===== config.mk =====
export PLATFORM = sky130hd
export DESIGN_NAME = nmea_sentence_framer_unit
export DESIGN_NICKNAME = d
export VERILOG_FILES = /design/src/hdl/nsf_pkg.sv /design/src/hdl/nsf_front.sv /design/src/hdl/nsf_queue.sv /design/src/hdl/nsf_back.sv /design/src/hdl/nmea_sentence_framer_unit.sv
export SDC_FILE = /design/constraint.sdc
export NUM_CORES = 1
export LEC_CHECK = 0
export BUFFER_PORTS_ARGS = -buffer_cell sky130_fd_sc_hd__buf_4
export CAP_MARGIN = 20
export CORE_ASPECT_RATIO = 1.25
export CORE_MARGIN = 2
export CORE_UTILIZATION = 46
export DETAILED_ROUTE_END_ITERATION = 12
export GPL_TIMING_DRIVEN = 0
export PLACE_DENSITY = 0.63
export SETUP_SLACK_MARGIN = 0.3
export SLEW_MARGIN = 10
export SYNTH_ARGS = -nofsm -noshare
export SYNTH_HDL_FRONTEND = slang
export SYNTH_SLANG_ARGS = --single-unit

===== constraint.sdc =====
create_clock -name clk -period 4.1 [get_ports clk]
set_clock_uncertainty 0.1 [all_clocks]
set_input_delay 0.615 -clock clk [delete_from_list [all_inputs] [get_ports clk]]
set_output_delay 0.615 -clock clk [all_outputs]
set_load 0.005 [all_outputs]

===== src/hdl/nsf_pkg.sv =====
// Shared types, constants and helpers for the sentence framer.
`default_nettype none
package nsf_pkg;

	localparam int HEADER_CHARS = 6;
	localparam int HDR_STORE    = 6;
	localparam int QUEUE_DEPTH  = 4;

	localparam logic [7:0] START_RESET = 8'd36;
	localparam logic [7:0] END_RESET   = 8'd42;
	localparam logic [7:0] COMMA_CHAR  = 8'd44;

	typedef enum logic [1:0] {
		CMD_OPEN   = 2'd0,
		CMD_CHAR   = 2'd1,
		CMD_FINISH = 2'd2,
		CMD_ABORT  = 2'd3
	} cmd_t;

	typedef enum logic [2:0] {
		REG_START  = 3'd0,
		REG_END    = 3'd1,
		REG_HDR    = 3'd2,
		REG_HLEN   = 3'd3,
		REG_EXPECT = 3'd4
	} reg_t;

	typedef struct packed {
		logic [7:0]  start_char;
		logic [7:0]  end_char;
		logic [47:0] header_bytes;
		logic [2:0]  header_length;
		logic [7:0]  expected_fields;
	} cfg_t;

	// One classified item handed from front to back.
	typedef struct packed {
		cmd_t       cmd;
		logic       hdr;
		logic [7:0] payload;
		logic [7:0] fields;
		logic       ready;
	} job_t;

	function automatic logic [2:0] eff_len(input logic [2:0] hl, input logic [2:0] lim);
		return (hl > lim) ? lim : hl;
	endfunction

	function automatic logic [7:0] hex_digit(input logic [3:0] v);
		return (v < 4'd10) ? (8'd48 + {4'd0, v}) : (8'd55 + {4'd0, v});
	endfunction

endpackage
`default_nettype wire


===== src/hdl/nsf_front.sv =====
// Front end: tracks sentence state and classifies each input word into a job.
`default_nettype none
module nsf_front #(
	parameter int HEADER_CHARS = nsf_pkg::HEADER_CHARS
) (
	input  wire logic           clk,
	input  wire logic           arst_n,
	input  wire nsf_pkg::cfg_t  cfg,
	input  wire logic           in_valid,
	output logic                in_ready,
	input  wire nsf_pkg::cmd_t  command,
	input  wire logic [7:0]     data_byte,
	output logic                push,
	output nsf_pkg::job_t       job,
	input  wire logic           push_ready
);

	localparam int HdrMax = (HEADER_CHARS < nsf_pkg::HDR_STORE) ?
		HEADER_CHARS : nsf_pkg::HDR_STORE;

	logic       open_q;
	logic [7:0] xor_q;
	logic [7:0] cnt_q;

	logic       nxt_open;
	logic [7:0] nxt_xor;
	logic [7:0] nxt_cnt;
	logic [7:0] base_xor;
	logic [7:0] base_cnt;
	logic [7:0] hdr_xor;
	logic [2:0] len;

	assign in_ready = push_ready;
	assign push     = in_valid & push_ready;
	assign len      = nsf_pkg::eff_len(cfg.header_length, 3'(HdrMax));

	always_comb begin
		hdr_xor = 8'd0;
		for (int i = 0; i < HdrMax; i++) begin
			if (3'(i) < len) begin
				hdr_xor = hdr_xor ^ cfg.header_bytes[8*i +: 8];
			end
		end
	end

	always_comb begin
		base_xor    = open_q ? xor_q : hdr_xor;
		base_cnt    = open_q ? cnt_q : 8'd0;
		nxt_open    = 1'b1;
		nxt_xor     = base_xor;
		nxt_cnt     = base_cnt;
		job.cmd     = command;
		job.hdr     = ~open_q & (command != nsf_pkg::CMD_ABORT);
		job.payload = 8'd0;
		unique case (command)
			nsf_pkg::CMD_OPEN: begin
				nxt_cnt     = base_cnt + 8'd1;
				nxt_xor     = base_xor ^ nsf_pkg::COMMA_CHAR;
				job.payload = nsf_pkg::COMMA_CHAR;
			end
			nsf_pkg::CMD_CHAR: begin
				nxt_xor     = base_xor ^ data_byte;
				job.payload = data_byte;
			end
			nsf_pkg::CMD_FINISH: begin
				// carry the checksum, then close the sentence
				job.payload = base_xor;
				nxt_open    = 1'b0;
				nxt_xor     = 8'd0;
				nxt_cnt     = 8'd0;
			end
			nsf_pkg::CMD_ABORT: begin
				nxt_open = 1'b0;
				nxt_xor  = 8'd0;
				nxt_cnt  = 8'd0;
			end
			default: begin
				nxt_open = open_q;
			end
		endcase
		job.fields = nxt_cnt;
		job.ready  = (nxt_cnt == cfg.expected_fields);
	end

	always_ff @(posedge clk or negedge arst_n) begin
		if (!arst_n) begin
			open_q <= 1'b0;
			xor_q  <= 8'd0;
			cnt_q  <= 8'd0;
		end else if (push) begin
			open_q <= nxt_open;
			xor_q  <= nxt_xor;
			cnt_q  <= nxt_cnt;
		end
	end

endmodule
`default_nettype wire


===== src/hdl/nsf_queue.sv =====
// Short job queue between front and back ends.
`default_nettype none
module nsf_queue #(
	parameter int DEPTH = nsf_pkg::QUEUE_DEPTH
) (
	input  wire logic          clk,
	input  wire logic          arst_n,
	input  wire logic          push,
	input  wire nsf_pkg::job_t push_data,
	output logic               push_ready,
	output logic               pop_valid,
	output nsf_pkg::job_t      pop_data,
	input  wire logic          pop_ready
);

	localparam int PtrW = (DEPTH > 1) ? $clog2(DEPTH) : 1;
	localparam int CntW = $clog2(DEPTH + 1);

	nsf_pkg::job_t    mem_q [DEPTH];
	logic [PtrW-1:0]  wr_q;
	logic [PtrW-1:0]  rd_q;
	logic [CntW-1:0]  cnt_q;
	logic             pop;

	assign push_ready = (cnt_q != CntW'(DEPTH));
	assign pop_valid  = (cnt_q != '0);
	assign pop_data   = mem_q[rd_q];
	assign pop        = pop_valid & pop_ready;

	always_ff @(posedge clk) begin
		if (push) begin
			mem_q[wr_q] <= push_data;
		end
	end

	always_ff @(posedge clk or negedge arst_n) begin
		if (!arst_n) begin
			wr_q  <= '0;
			rd_q  <= '0;
			cnt_q <= '0;
		end else begin
			if (push) begin
				wr_q <= (wr_q == PtrW'(DEPTH - 1)) ? '0 : wr_q + PtrW'(1);
			end
			if (pop) begin
				rd_q <= (rd_q == PtrW'(DEPTH - 1)) ? '0 : rd_q + PtrW'(1);
			end
			if (push && !pop) begin
				cnt_q <= cnt_q + CntW'(1);
			end else if (pop && !push) begin
				cnt_q <= cnt_q - CntW'(1);
			end
		end
	end

endmodule
`default_nettype wire


===== src/hdl/nsf_back.sv =====
// Back end: expands each job into sentence bytes, one byte per cycle while the output is not stalled.
`default_nettype none
module nsf_back #(
	parameter int HEADER_CHARS = nsf_pkg::HEADER_CHARS
) (
	input  wire logic          clk,
	input  wire logic          arst_n,
	input  wire nsf_pkg::cfg_t cfg,
	input  wire logic          job_valid,
	input  wire nsf_pkg::job_t job_in,
	output logic               job_ready,
	output logic               out_valid,
	input  wire logic          out_ready,
	output logic [7:0]         out_byte,
	output logic               last,
	output logic               sentence_done,
	output logic               aborted,
	output logic [7:0]         fields_so_far,
	output logic               fields_ready
);

	localparam int HdrMax = (HEADER_CHARS < nsf_pkg::HDR_STORE) ?
		HEADER_CHARS : nsf_pkg::HDR_STORE;
	localparam int IdxW = (HdrMax > 1) ? $clog2(HdrMax) : 1;

	typedef enum logic [2:0] {
		PH_START,
		PH_HDR,
		PH_BODY,
		PH_HEX_HI,
		PH_HEX_LO
	} phase_t;

	phase_t           phase_q;
	nsf_pkg::job_t    job_q;
	logic             busy_q;
	logic [IdxW-1:0]  idx_q;
	logic             valid_q;
	logic [7:0]       byte_q;
	logic             last_q;
	logic             done_q;
	logic             abort_q;
	logic [7:0]       fields_q;
	logic             ready_q;

	logic [7:0]       hdr_arr [HdrMax];
	logic [2:0]       len;
	logic             out_free;
	logic             advance;
	logic [7:0]       e_byte;
	logic             e_last;
	logic             e_done;
	logic             e_abort;
	phase_t           nxt_phase;
	logic [IdxW-1:0]  nxt_idx;

	for (genvar g = 0; g < HdrMax; g++) begin : g_hdr
		assign hdr_arr[g] = cfg.header_bytes[8*g +: 8];
	end

	assign len       = nsf_pkg::eff_len(cfg.header_length, 3'(HdrMax));
	assign out_free  = ~valid_q | out_ready;
	assign advance   = out_free & busy_q;
	assign job_ready = ~busy_q | (advance & e_last);

	always_comb begin
		e_byte    = 8'd0;
		e_last    = 1'b0;
		e_done    = 1'b0;
		e_abort   = 1'b0;
		nxt_phase = phase_q;
		nxt_idx   = idx_q;
		unique case (phase_q)
			PH_START: begin
				e_byte    = cfg.start_char;
				nxt_phase = (len != 3'd0) ? PH_HDR : PH_BODY;
				nxt_idx   = '0;
			end
			PH_HDR: begin
				e_byte  = hdr_arr[idx_q];
				nxt_idx = idx_q + IdxW'(1);
				if (3'(idx_q) == len - 3'd1) begin
					nxt_phase = PH_BODY;
				end
			end
			PH_BODY: begin
				unique case (job_q.cmd)
					nsf_pkg::CMD_FINISH: begin
						e_byte    = cfg.end_char;
						nxt_phase = PH_HEX_HI;
					end
					nsf_pkg::CMD_ABORT: begin
						e_byte  = 8'd0;
						e_abort = 1'b1;
						e_last  = 1'b1;
					end
					default: begin
						e_byte = job_q.payload;
						e_last = 1'b1;
					end
				endcase
			end
			PH_HEX_HI: begin
				e_byte    = nsf_pkg::hex_digit(job_q.payload[7:4]);
				nxt_phase = PH_HEX_LO;
			end
			PH_HEX_LO: begin
				e_byte = nsf_pkg::hex_digit(job_q.payload[3:0]);
				e_done = 1'b1;
				e_last = 1'b1;
			end
			default: begin
				nxt_phase = PH_BODY;
			end
		endcase
	end

	always_ff @(posedge clk or negedge arst_n) begin
		if (!arst_n) begin
			phase_q  <= PH_BODY;
			busy_q   <= 1'b0;
			idx_q    <= '0;
			valid_q  <= 1'b0;
			job_q    <= '0;
			byte_q   <= 8'd0;
			last_q   <= 1'b0;
			done_q   <= 1'b0;
			abort_q  <= 1'b0;
			fields_q <= 8'd0;
			ready_q  <= 1'b0;
		end else begin
			if (out_free) begin
				valid_q <= busy_q;
			end
			if (advance) begin
				byte_q   <= e_byte;
				last_q   <= e_last;
				done_q   <= e_done;
				abort_q  <= e_abort;
				fields_q <= job_q.fields;
				ready_q  <= job_q.ready;
			end
			// take the next job, possibly in the cycle the current one ends
			if (job_valid && job_ready) begin
				job_q   <= job_in;
				busy_q  <= 1'b1;
				phase_q <= job_in.hdr ? PH_START : PH_BODY;
				idx_q   <= '0;
			end else if (advance) begin
				phase_q <= nxt_phase;
				idx_q   <= nxt_idx;
				if (e_last) begin
					busy_q <= 1'b0;
				end
			end
		end
	end

	assign out_valid     = valid_q;
	assign out_byte      = byte_q;
	assign last          = last_q;
	assign sentence_done = done_q;
	assign aborted       = abort_q;
	assign fields_so_far = fields_q;
	assign fields_ready  = ready_q;

endmodule
`default_nettype wire


===== src/hdl/nmea_sentence_framer_unit.sv =====
// Sentence framer top level: register port, front end, job queue and back end.
// An accepted item is queued, loaded as the back end's job, then registered out.
// Throughput: one input word per cycle while the job queue has room; the back end
// sends one byte per cycle while not stalled: the payload, or end char and two hex
// checksum digits; a sentence's first item is preceded by start char and header.
// Reset: arst_n clears sentence state, queue and output; registers take defaults.
`default_nettype none
module nmea_sentence_framer_unit #(
	parameter int HEADER_CHARS = nsf_pkg::HEADER_CHARS,
	parameter int QUEUE_DEPTH  = nsf_pkg::QUEUE_DEPTH
) (
	input  wire logic        clk,
	input  wire logic        arst_n,
	input  wire logic        psel,
	input  wire logic        penable,
	input  wire logic        pwrite,
	input  wire logic [5:0]  paddr,
	input  wire logic [63:0] pwdata,
	output logic [63:0]      prdata,
	output logic             pready,
	input  wire logic        s_axis_tvalid,
	output logic             s_axis_tready,
	input  wire logic [15:0] s_axis_tdata,   // command[1:0], data_byte[9:2], zero
	output logic             m_axis_tvalid,
	input  wire logic        m_axis_tready,
	output logic [23:0]      m_axis_tdata,   // out_byte[7:0], fields_so_far[15:8],
	                                         // fields_ready[16], zero
	output logic             m_axis_tlast,
	output logic [1:0]       m_axis_tuser    // sentence_done[0], aborted[1]
);

	nsf_pkg::cfg_t  cfg_q;
	nsf_pkg::reg_t  reg_sel;
	nsf_pkg::job_t  push_job;
	nsf_pkg::job_t  pop_job;
	logic           push;
	logic           push_ready;
	logic           pop_valid;
	logic           pop_ready;
	logic           wr_en;
	logic [7:0]     out_byte;
	logic [7:0]     fields_so_far;
	logic           fields_ready;
	logic           sentence_done;
	logic           aborted;

	assign pready  = 1'b1;
	assign reg_sel = nsf_pkg::reg_t'(paddr[5:3]);
	assign wr_en   = psel & penable & pwrite & pready;

	always_ff @(posedge clk or negedge arst_n) begin
		if (!arst_n) begin
			cfg_q.start_char      <= nsf_pkg::START_RESET;
			cfg_q.end_char        <= nsf_pkg::END_RESET;
			cfg_q.header_bytes    <= 48'd0;
			cfg_q.header_length   <= 3'd0;
			cfg_q.expected_fields <= 8'd0;
		end else if (wr_en) begin
			unique case (reg_sel)
				nsf_pkg::REG_START:  cfg_q.start_char      <= pwdata[7:0];
				nsf_pkg::REG_END:    cfg_q.end_char        <= pwdata[7:0];
				nsf_pkg::REG_HDR:    cfg_q.header_bytes    <= pwdata[47:0];
				nsf_pkg::REG_HLEN:   cfg_q.header_length   <= pwdata[2:0];
				nsf_pkg::REG_EXPECT: cfg_q.expected_fields <= pwdata[7:0];
				default: begin
				end
			endcase
		end
	end

	always_comb begin
		unique case (reg_sel)
			nsf_pkg::REG_START:  prdata = {56'd0, cfg_q.start_char};
			nsf_pkg::REG_END:    prdata = {56'd0, cfg_q.end_char};
			nsf_pkg::REG_HDR:    prdata = {16'd0, cfg_q.header_bytes};
			nsf_pkg::REG_HLEN:   prdata = {61'd0, cfg_q.header_length};
			nsf_pkg::REG_EXPECT: prdata = {56'd0, cfg_q.expected_fields};
			default:             prdata = 64'd0;
		endcase
	end

	nsf_front #(
		.HEADER_CHARS(HEADER_CHARS)
	) u_front (
		.clk        (clk),
		.arst_n     (arst_n),
		.cfg        (cfg_q),
		.in_valid   (s_axis_tvalid),
		.in_ready   (s_axis_tready),
		.command    (nsf_pkg::cmd_t'(s_axis_tdata[1:0])),
		.data_byte  (s_axis_tdata[9:2]),
		.push       (push),
		.job        (push_job),
		.push_ready (push_ready)
	);

	nsf_queue #(
		.DEPTH(QUEUE_DEPTH)
	) u_queue (
		.clk        (clk),
		.arst_n     (arst_n),
		.push       (push),
		.push_data  (push_job),
		.push_ready (push_ready),
		.pop_valid  (pop_valid),
		.pop_data   (pop_job),
		.pop_ready  (pop_ready)
	);

	nsf_back #(
		.HEADER_CHARS(HEADER_CHARS)
	) u_back (
		.clk           (clk),
		.arst_n        (arst_n),
		.cfg           (cfg_q),
		.job_valid     (pop_valid),
		.job_in        (pop_job),
		.job_ready     (pop_ready),
		.out_valid     (m_axis_tvalid),
		.out_ready     (m_axis_tready),
		.out_byte      (out_byte),
		.last          (m_axis_tlast),
		.sentence_done (sentence_done),
		.aborted       (aborted),
		.fields_so_far (fields_so_far),
		.fields_ready  (fields_ready)
	);

	assign m_axis_tdata = {7'd0, fields_ready, fields_so_far, out_byte};
	assign m_axis_tuser = {aborted, sentence_done};

endmodule
`default_nettype wire

## After elaboration in Yosys (flattened, before gate mapping)

Memories as Yosys holds them, arrays and structs flattened.
Cells that the tools add are included.

- Add/sub/neg operators: 11
- Magnitude comparators: 10
- Equal/unequal tests: 22
- Muxes and demuxes: 45
- Bitwise logic cells: 20
- Reduce and logical (&&, ||, !) cells: 23

Operators with widths:

| kind | count |
|---|---|
| one-hot mux 48 bit (5 select lines) | 1 |
| 2-to-1 mux 8 bit | 12 |
| one-hot mux 8 bit (3 select lines) | 2 |
| XOR 8 bit | 6 |
| one-hot mux 8 bit (5 select lines) | 1 |
| one-hot mux 8 bit (2 select lines) | 2 |
| adder 6 x 4 -> 7 bit (first input constant) | 4 |
| 2-to-1 mux 3 bit | 9 |
| binary-select mux 8 bit (select 3 bit) | 1 |
| one-hot mux 3 bit (5 select lines) | 1 |
| AND reduction 2 bit | 7 |
| equality test 2 bit (second input constant) | 6 |
| equality test 3 x 2 -> 1 bit (second input constant) | 4 |
| 2-to-1 mux 1 bit | 10 |
| nonzero test 3 bit | 3 |
| adder 8 x 1 -> 8 bit (second input constant) | 1 |
| equality test 8 bit | 1 |
| less-than comparator 4 bit (second input constant) | 2 |
| 2-to-1 mux 2 bit | 4 |
| bitwise AND 1 bit | 7 |
| adder 3 x 1 -> 3 bit (second input constant) | 2 |
| equality test 3 x 1 -> 1 bit (second input constant) | 2 |
| equality test 3 bit (second input constant) | 2 |
| zero test 3 bit | 2 |
| 25 further kinds | 39 |

- Bits in registers: 146
- Memory bits (writable): 80
- Input port bits: 93
- Output and inout port bits: 94
- Logic and storage cells: 157
- Memories: 1

Memory list:

| memory | depth | bits a word | read ports | clocked after memory_dff | write ports | RTL line | RTL |
|---|---|---|---|---|---|---|---|
| u_queue.mem_q | 4 | 20 | 1 | 0 | 1 | nsf_queue.sv:19 | `nsf_pkg::job_t mem_q [DEPTH];` |

## Logic depth before layout (Yosys ltp)

Gate-level depths: netlist (run 1).

- Depth after elaboration: 17
- Gate-level depth with buffers: 11
- Depth with buffers taken out: 10

## Cells and area by module

A second synthesis (run 1) with hierarchy kept.

- Cell total of the unflattened synthesis: 1025
- Area total of the unflattened synthesis: 12343.1 sq um

Modules (own cells, without submodules):

| module | instances | cells each | area an instance (sq um) | sequential area each (sq um) |
|---|---|---|---|---|
| nmea_sentence_framer_unit | 1 | 273 | 3694.8 | 1883.1 |
| nsf_queue | 1 | 142 | 3325.7 | 2577.5 |
| nsf_back | 1 | 310 | 2912.8 | 1177.4 |
| nsf_front | 1 | 300 | 2409.8 | 425.4 |

## Worst setup path before layout (run 1)

OpenSTA, ideal clock, no wires.

- Path kind: flip-flop to flip-flop
- Start point: reg u_queue.cnt_q[1]
- End point: reg u_queue.cnt_q[1]
- Setup time: 0.125 ns
- Data arrival time: 2.278 ns
- Data required time: 3.875 ns
- Slack: 1.598 ns
- Cell stages (with the launch flop): 10
- Buffers on the path: 2
- Clock period less this slack: 2.502 ns
- Cell sequence: dfrtp_1 -> or3b_1 -> buf_2 -> nand2_2 -> inv_1 -> clkbuf_1 -> ha_1 -> inv_1 -> fa_1 -> mux2_2

- Longest elaborated chain between the ends: 5
- Elaborated cells on any way between the ends: 13
- Those cells by class: add/sub: 2; eq/ne: 1; mux: 2; bitwise: 2; reduce/logical: 6

RTL lines:

| what | RTL line | RTL |
|---|---|---|
| from (decl) | nsf_queue.sv:22 | `logic [CntW-1:0] cnt_q;` |
| from (signal assigned) | nsf_queue.sv:49 | `cnt_q <= cnt_q + CntW'(1);` |
| from (signal assigned) | nsf_queue.sv:51 | `cnt_q <= cnt_q - CntW'(1);` |
| inequality test 3 bit * | nsf_queue.sv:25 | `assign push_ready = (cnt_q != CntW'(DEPTH));` |
| net s_axis_tready | nmea_sentence_framer_unit.sv:22 | `output logic s_axis_tready,` |
| bitwise AND 1 bit * | nsf_front.sv:34 | `assign push = in_valid & push_ready;` |
| net push | nmea_sentence_framer_unit.sv:36 | `logic push;` |
| zero test 1 bit | nsf_queue.sv:50 | `end else if (pop && !push) begin` |
| logical AND 1 bit | nsf_queue.sv:50 |  |
| nonzero test 2 bit (no source line) | n/a |  |

Mark *: on every way through the listed nets, which the timed path passes. The rest lies on a longest branch. The select of a mux whose other input is x is not followed.
A chain may end at the register's enable or synchronous reset.

## Worst setup path after layout (run 1)

- Start point: reg u_queue.cnt_q[0]
- End point: reg u_queue.cnt_q[2]

- Longest elaborated chain between the ends: 5
- Elaborated cells on any way between the ends: 13
- Those cells by class: add/sub: 2; eq/ne: 1; mux: 2; bitwise: 2; reduce/logical: 6

RTL lines:

| what | RTL line |
|---|---|
| inequality test 3 bit * | nsf_queue.sv:25 |
| bitwise AND 1 bit * | nsf_front.sv:34 |
| net push | nmea_sentence_framer_unit.sv:36 |
| zero test 1 bit | nsf_queue.sv:50 |
| logical AND 1 bit | nsf_queue.sv:50 |
| nonzero test 2 bit (no source line) | n/a |

Marked as above.

==> impl_results.md, run 1 <==
- Outcome: finished clean
- Area leader, netlist: dfrtp_1
- Largest net degree at the start of global routing: 100
- GRT Total Usage: 24.4%
- Core Rows: 66
- Avg Inst Size Synth: 11.8 sq um
- Total Wirelength: 33000 um
- Fraction of power consumed by combinational cells: 37.3%
- Maximum vdd drop: 368 uV
- Seq pwr share: 38.8%
- Worst min path class: in2reg
- EDFF count, synth: 80
- RSZ-0062 raised after global routing: no
- Most used DFF post-synth: dfrtp_1
- Core Area: 25800 sq um
- Maxcap violations: 0
- Crit start category: flop
- I/O pin cnt: 187
- Largest fanout on the critical path: 10
- CTS clk-pin slew, worst paths: 0.06 ns
- Total grt overflow: 0
- Worst-Skew Late Latency: 0.53 ns
- Root buf cell: clkbuf_16
- Crit. End Element: flop
- CTS resizes: 0
- Placer congestion estimate: 0.941
- Final Hold Vio Count: 0
- Slack of the worst reg-to-reg path: 0.92 ns
- Cts bufs inserted: 24
- Top cells by area, synth: dfrtp_1 29%, edfxtp_1 20%, mux2_2 8.8%, mux4_2 5.2%, nand2_1 2.7%
- Internal: 5930 uW
- Min cycle time layout: 3.18 ns
- Antenna Cells: 0
- Final Cell Area: 14400 sq um
- Synth Cell Area: 12000 sq um
- Critical Path AT: 3.53 ns
- Pins over their slew limit: 0
- I/O Buffers: 136
- Die Span X: 149 um
- Post-synthesis instance total: 1022
- Setup TNS: 0 ns
- Clock share of power: 23.9%
- Crit path kind: reg2reg
- Filler cell count: 2249
- Starting Density: 46.5%
- Post-layout nets: 1314
- CTS tree: yes
- Most frequent cells in the layout: 168 x buf_4, 140 x dfrtp_1, 94 x mux2_2
- Share of cells above drive strength 1: 30.8%
- Max_slew headroom: 28.7%
- Maximum root-to-sink buffer count: 3
- Tcrit/Tclk final: 77.6%
- Drt wl/cell: 21.1 um
- Actual slew at the worst max-slew pin: 1.07 ns
- Ys Warns: 0
- Sink Count: 226
- Cell variety after synth: 75
- Die area: 27500 sq um
- CP required: 4.44 ns
- Seq cells post-synth: 226
- Vias/cell: 5.62
- Sw power: 3220 uW
- Number of antenna violations at the first check in global routing: 0
- HPWL reported at the end of detailed placement: 24300 um
- Number of global-route vias before repair: 8919
- Syn-to-layout area delta: 20.0%
- Setup-failing EPs final: 0
- Vias: 8799
- Async SR Flop Fraction: 64.6%
- Final core occ: 55.9%
- Initial DRC count: 529
- Share of the synthesized area in the top cell type: 29.1%
- DP Area: 13600 sq um
- Detailed-route DRC error count: 0
- P_leak: 0.00618 uW
- Sw Ratio: 35.2%
- First-pass GRT wire length: 51000 um
- Commonest non-fill, non-tap cell in the layout: buf_4
- Final antenna-violating net count: 0
- Sequential share of the synthesized area: 50.4%
- Fmax: 314 MHz
- Die Y: 185 um
- Detailed Routing Iterations Pass 1: 5
- PwrDens: 634 nW/um^2
- CTS HTree Levels: 1
-- what timing repair did --
item	4_1_cts	5_1_grt
setup buffers	0	0
hold endpoints to repair	47	0
hold buffers	1	0
setup endpoints to repair	0	0
-- through the flow --
step	total power (uW)	hold slack, ns	cells	setup WS [ns]
finish	9150	0.199	1566	0.917
global route	9670	0.178	1566	0.691
CTS	9180	0.177	1565	0.908
detailed placement	6990	0.370	1522	0.956
global placement	6900	0.367	1520	0.948
floorplan	5780	0.219	1044	1.60
-- final cells by class --
cell class | count | area (sq um) | area share [%]
multi-input combinational | 712 | 5490 | 38.0
inverter | 22 | 82.6 | 0.572
timing repair buffer | 140 | 1110 | 7.68
clock buffer | 34 | 688 | 4.77
buffer | 84 | 478 | 3.31
clock inverter | 8 | 104 | 0.719
sequential | 226 | 6060 | 42.0
tap | 340 | 425 | 2.95
-- worst paths after layout --
| path | from | endpoint | depth (start not counted) |
|---|---|---|---|
| setup / recovery | u_queue.cnt_q[0] | u_queue.cnt_q[2] | 11 |
| hold / removal | s_axis_tdata[1] | u_queue.mem_q[3][19] | 1 |
| setup reg to reg | u_queue.cnt_q[0] | u_queue.cnt_q[2] | 11 |
| hold reg to reg | u_back.last | u_back.last | 2 |
| max in group asynchronous | arst_n | u_back.phase_q[1] | 3 |
| min in group asynchronous | arst_n | cfg_q[46] | 2 |
-- worst max-delay path, cell delays in order, from the launching register on --
cell and delay (ns):
dfrtp_1 0.45, or3b_1 0.27, buf_2 0.23, nand2_2 0.15
inv_1 0.21, clkbuf_1 0.53, ha_1 0.29, inv_1 0.06
fa_1 0.37, xor2_1 0.17, nor2_1 0.11, xor2_1 0.15
-- registers in the layout, summed over array words and instances, names as in the netlist, 3 cells and up --
name                  flops
u_queue.mem_q            80
u_queue.cnt_q             3
u_back.out_byte           8
u_back.job_q             19
cfg_q                    75
u_back.phase_q            3
u_front.xor_q             8
u_front.cnt_q             8
u_back.idx_q              3
u_back.fields_so_far      8
-- cell families (layout without fill, tap and decap cells) --
logic type | after synthesis | in the layout | share of synthesized area [%]
flip-flops | 226 | 226 | 50.4
buffers and inverters | 106 | 288 | 4.66
other | 2 | 24 | 0.0624
multiplexers | 160 | 160 | 17.3
adder cells (fa/ha/maj) | 11 | 11 | 1.21
AO/OA/AOI/OAI | 192 | 192 | 10.3
XOR/XNOR | 50 | 50 | 4.10
AND/OR/NAND/NOR | 275 | 275 | 12.0
-- power groups by stage --
| stage | clock, uW | combinational (uW) | sequential [uW] |
|---|---|---|---|
| 2_1_floorplan | 0 | 2410 | 3380 |
| 3_3_place_gp | 0 | 3330 | 3570 |
| 3_5_place_dp | 0 | 3390 | 3600 |
| 4_1_cts | 2220 | 3400 | 3560 |
| 5_1_grt | 2320 | 3720 | 3640 |
| 6_report | 2180 | 3410 | 3550 |
-- routing by layer --
metal  global-route usage (%)  vias up  share of wire, %
li1                         -     4080                 -
met1                     30.3     4346                39
met2                     43.7      315                51
met3                     3.13       58               6.1
met4                     8.76        0               3.6
met5                        0        -                 0
-- synthesized netlist by cell type, types with 4 or more instances --
| cell | instances |
|---|---|
| dfstp_2 | 6 |
| and3b_1 | 5 |
| ha_1 | 10 |
| a211o_1 | 4 |
| buf_4 | 33 |
| o21ai_0 | 37 |
| nand3_1 | 12 |
| o211ai_1 | 9 |
| and3_1 | 8 |
| nand4b_1 | 4 |
| o21ai_1 | 9 |
| and2_1 | 44 |
| a21oi_1 | 41 |
| nor2b_1 | 18 |
| a211oi_1 | 8 |
| xnor2_1 | 30 |
| nor2_1 | 33 |
| buf_2 | 25 |
| nand2_1 | 87 |
| o22ai_1 | 19 |
| mux2_1 | 8 |
| a31oi_1 | 11 |
| o31ai_1 | 7 |
| xor2_1 | 16 |
| nor3_1 | 19 |
| xnor3_1 | 4 |
| mux4_2 | 28 |
| a32oi_1 | 4 |
| mux2_2 | 94 |
| nand4_1 | 4 |
| edfxtp_1 | 80 |
| nand3b_1 | 5 |
| inv_1 | 20 |
| a22o_1 | 5 |
| dfrtp_1 | 140 |
| or2_2 | 4 |
| nand2b_1 | 10 |
| a21o_1 | 12 |
| mux2i_1 | 30 |
| clkbuf_1 | 24 |
(Power assumes the default switching activity.)
==> run 2, diff against run 1 <==
- clock period: 4.1 -> 3.1 ns (I/O delays scaled with it)
==> run 2 against run 1 <==
Fmax is 19% higher. Non-clock buffer count stayed put. Sequential cell count stayed put. Die area stayed put. Hold slack worse by 0.15 ns. Global-route usage stayed put. Highest routed layer unchanged.
==> impl_results.md, run 2 (synthesis gave the netlist of run 1 again) <==
- Outcome: finished clean
- Die Span X: 149 um
- Placer congestion estimate: 0.941
- Fmax: 374 MHz
- I/O Buffers: 136
- Maximum vdd drop: 488 uV
- Critical Path AT: 2.98 ns
- I/O pin cnt: 187
- Setup TNS: 0 ns
- Initial DRC count: 593
- Max_slew headroom: 28.9%
- Post-layout nets: 1314
- Core Rows: 66
- Min cycle time layout: 2.67 ns
- Vias/cell: 5.57
- Cts bufs inserted: 24
- Crit start category: flop
- Drt wl/cell: 21.1 um
- Largest net degree at the start of global routing: 100
- Worst-Skew Late Latency: 0.53 ns
- Worst min path class: in2reg
- Maxcap violations: 0
- Die Y: 185 um
- Root buf cell: clkbuf_16
- Tcrit/Tclk final: 86.2%
- Final hold slack: 0.0458 ns
- Max FFs per register: 80
- Pre-CTS WS: -0.0443 ns
- CP required: 3.41 ns
- Detailed-route DRC error count: 0
- Detailed Routing Iterations Pass 1: 5
- Most frequent cells in the layout: 168 x buf_4, 140 x dfrtp_1, 94 x mux2_2
- CTS tree: yes
- Antenna Cells: 0
- Crit. End Element: flop
- Number of global-route vias before repair: 8914
- Final antenna-violating net count: 0
- Actual slew at the worst max-slew pin: 1.07 ns
- Post-CTS Setup Inserts: 0
- Die area: 27500 sq um
- Syn-to-layout area delta: 20.4%
- Crit path kind: reg2reg
- CTS HTree Levels: 1
- CTS clk-pin slew, worst paths: 0.06 ns
- PwrDens: 838 nW/um^2
- P_leak: 0.00619 uW
- Pins over their slew limit: 0
- Maximum root-to-sink buffer count: 3
- Setup-failing EPs final: 0
- HPWL reported at the end of detailed placement: 24300 um
- Number of antenna violations at the first check in global routing: 0
- RSZ-0062 raised after global routing: no
- Core Area: 25800 sq um
- Final Hold Vio Count: 0
- Total grt overflow: 0
- Vias: 8715
- Filler cell count: 2244
- Largest regs: u_queue.mem_q: 80 flops, cfg_q: 75 flops, u_back.job_q: 19 flops
- GRT Total Usage: 24.4%
- Starting Density: 46.5%
- Commonest non-fill, non-tap cell in the layout: buf_4
- Sink Count: 226
- Post-route setup slack: 0.426 ns
- Largest fanout on the critical path: 10
- First-pass GRT wire length: 51000 um
- Total Wirelength: 33000 um
- Largest reg by FF count: u_queue.mem_q
- Share of cells above drive strength 1: 31.4%
-- run 2: changes by cell type in the layout (fill, tap and decap cells not counted), sizes merged --
cell	delta
buf	-1
clkbuf	+1
-- run 2: worst max-delay path: stages (launching register included) --
cell and delay [ns]:
dfrtp_1 0.45, or3b_4 0.44, buf_2 0.20, nand2_4 0.13
inv_2 0.09, clkbuf_8 0.18, ha_1 0.23, inv_1 0.07
fa_1 0.40, mux2_2 0.26
-- run 2: worst paths after layout --
| kind | start | to | slack, ns | cells after the start |
|---|---|---|---|---|
| setup / recovery | u_queue.cnt_q[0] | u_queue.cnt_q[1] | 0.43 | 9 |
| hold / removal | s_axis_tdata[1] | u_queue.mem_q[1][19] | 0.05 | 1 |
| setup reg to reg | u_queue.cnt_q[0] | u_queue.cnt_q[1] | 0.43 | 9 |
| hold reg to reg | u_back.last | u_back.last | 0.38 | 2 |
| max in group asynchronous | arst_n | u_back.phase_q[1] | 1.73 | 3 |
| min in group asynchronous | arst_n | cfg_q[46] | 0.33 | 2 |
-- run 2: routing by layer --
layer | vias up | global-route usage, % | share of wire [%]
met5 | - | 0 | 0
met4 | 0 | 8.76 | 3.8
met3 | 63 | 3.13 | 6.0
met2 | 300 | 43.6 | 51
met1 | 4273 | 30.4 | 39
li1 | 4079 | - | -
-- run 2: final cells by class --
type	count	area (sq um)	share of cell area [%]
Clock buffer	34	688	4.75
Clock inverter	8	104	0.717
Sequential cell	226	6060	41.9
Timing Repair Buffer	140	1110	7.65
Buffer	84	490	3.39
Inverter	22	82.6	0.570
Multi-Input combinational cell	712	5520	38.1
Tap cell	340	425	2.94
-- run 2: power by group --
part | switching [uW] | internal [uW] | leakage (uW)
Sequential | 731 | 3970 | 0.00256
Combinational | 2370 | 2180 | 0.00324
Clock | 1180 | 1710 | 0.000389
Total | 4280 | 7860 | 0.00619
-- run 2: what timing repair did --
item	CTS	global route
hold buffers	1	0
gates resized for setup	7	6
endpoints found under the setup margin	6	6
endpoints found under the hold margin	47	0
gates cloned	0	0
-- run 2: metrics by stage --
step	utilization, %	total power [uW]	cells	cell area (sq um)
2_1_floorplan	-	7650	1044	12100
3_3_place_gp	52.5	9130	1520	13600
3_5_place_dp	52.7	9240	1522	13600
4_1_cts	55.8	12200	1565	14400
5_1_grt	56.0	12800	1566	14500
6_report	56.0	12100	1566	14500
==> run 3, diff against run 2 <==
- MAX_ROUTING_LAYER: not set -> met4
==> run 3 against run 2 <==
Final area is 0.60% higher. Largest cell class unchanged. Cell count rose by 0.26%. Critical path type unchanged. Routed wire length decreased by 0.30%. Sequential cell count did not move. Die area stayed put. Highest routed layer unchanged.
==> impl_results.md, run 3 (synthesis gave the netlist of run 1 again) <==
- Outcome: finished clean
- Final Hold Vio Count: 0
- Pins over their slew limit: 0
- Vias/cell: 5.59
- Max incr delay on CP: 0.46 ns
- First-pass GRT wire length: 50700 um
- Crit start category: flop
- HPWL reported at the end of detailed placement: 24400 um
- CP required: 3.40 ns
- Total grt overflow: 0
- Min cycle time layout: 2.66 ns
- P_leak: 0.00623 uW
- Number of antenna violations at the first check in global routing: 0
- Fmax: 376 MHz
- Root buf cell: clkbuf_16
- CTS clk-pin slew, worst paths: 0.06 ns
- Setup-failing EPs final: 0
- Sink Count: 226
- Worst-Skew Late Latency: 0.52 ns
- Pre-CTS WS: -0.0654 ns
- Most frequent cells in the layout: 168 x buf_4, 140 x dfrtp_1, 94 x mux2_2
- Placer congestion estimate: 0.942
- Largest net degree at the start of global routing: 100
- Maximum root-to-sink buffer count: 3
- Crit path max-delay family: adder cells
- Core Rows: 66
- CTS tree: yes
- Largest regs: u_queue.mem_q: 80 flops, cfg_q: 75 flops, u_back.job_q: 19 flops
- Initial DRC count: 533
- Maximum vdd drop: 408 uV
- Vias: 8777
- Die area: 27500 sq um
- Die Span X: 149 um
- Detailed Routing Iterations Pass 1: 5
- Syn-to-layout area delta: 21.1%
- Worst min path class: in2reg
- Max_slew headroom: 36.7%
- Antenna Cells: 0
- Commonest non-fill, non-tap cell in the layout: buf_4
- Crit. End Element: flop
- Max FFs per register: 80
- RSZ-0062 raised after global routing: no
- Actual slew at the worst max-slew pin: 0.943 ns
- Maxcap violations: 0
- I/O pin cnt: 187
- PwrDens: 842 nW/um^2
- Number of global-route vias before repair: 8724
- Final antenna-violating net count: 0
- Die Y: 185 um
- Crit path buf inv count: 4
- Post-route setup slack: 0.438 ns
- Largest fanout on the critical path: 10
- GRT Total Usage: 25.0%
- Post-layout nets: 1316
- Critical Path AT: 2.96 ns
- Largest reg by FF count: u_queue.mem_q
- Slowest-stage cell, CP: or3b_4
- Starting Density: 46.5%
- Core Area: 25800 sq um
- Crit path kind: reg2reg
- I/O Buffers: 136
- Drt wl/cell: 21.0 um
- Crit path cell chain: or3b_4, buf_2, nand2_4, inv_2, clkbuf_8, ha_1, inv_1, fa_1, mux2_2
- Final core occ: 56.4%
- CTS HTree Levels: 1
- Total Wirelength: 32900 um
- Share of cells above drive strength 1: 31.5%
- Setup TNS: 0 ns
- Post-CTS Setup Inserts: 0
- Cts bufs inserted: 24
- Detailed-route DRC error count: 0
- Tcrit/Tclk final: 85.9%
## run 3: final cells by class
cell class	instances	area, sq um
fillers	2270	11300
flip-flops and latches	226	6060
multi-input cells	712	5520
repair buffers	142	1160
clock buffers	31	647
plain buffers	84	490
well taps	340	425
clock inverters	13	180
inverters	22	82.6
## run 3: final timing paths
| check | startpoint | to | slack, ns | cells past startpoint |
|---|---|---|---|---|
| max | u_queue.cnt_q[1] | u_queue.cnt_q[1] | 0.44 | 9 |
| min reg2reg | u_back.out_byte[7] | u_back.out_byte[7] | 0.39 | 2 |
| min | pwdata[10] | cfg_q[21] | 0.06 | 3 |
| max in group asynchronous | arst_n | u_back.job_q[5] | 1.69 | 3 |
| max reg2reg | u_queue.cnt_q[1] | u_queue.cnt_q[1] | 0.44 | 9 |
| min in group asynchronous | arst_n | cfg_q[46] | 0.34 | 2 |
## run 3: what timing repair did
item | 4_1_cts | 5_1_grt
endpoints found under the hold margin | 47 | 0
resized for setup | 5 | 7
endpoints found under the setup margin | 6 | 6
hold buffers | 1 | 0
## run 3: power breakdown
group	switching (uW)	leakage [uW]	total (uW)	internal, uW
sequential	731	0.00256	4700	3970
combinational	2370	0.00327	4580	2210
clock	1180	0.000401	3000	1810
## run 3: routing by layer
layer	track usage, %	up-vias	routed length (um)
met5	-	-	0
met4	9.75	0	1330
met2	42.8	275	16700
met1	30.7	4361	13400
met3	2.56	60	1510
li1	-	4081	-
## run 3: tightest hold or removal path: stages
cell and delay (ns):
buf_4 0.08, nand2_1 0.03, o21ai_0 0.05
## run 3: stage by stage
| step | cell area, sq um | power, uW | hold WS, ns | instances |
|---|---|---|---|---|
| global placement | 13600 | 9140 | 0.374 | 1520 |
| global route | 14600 | 13000 | 0.0466 | 1570 |
| detailed placement | 13700 | 9280 | 0.297 | 1524 |
| floorplan | 12100 | 7650 | 0.0694 | 1044 |
| finish | 14600 | 12300 | 0.0566 | 1570 |
| CTS | 14500 | 12300 | 0.0424 | 1569 |
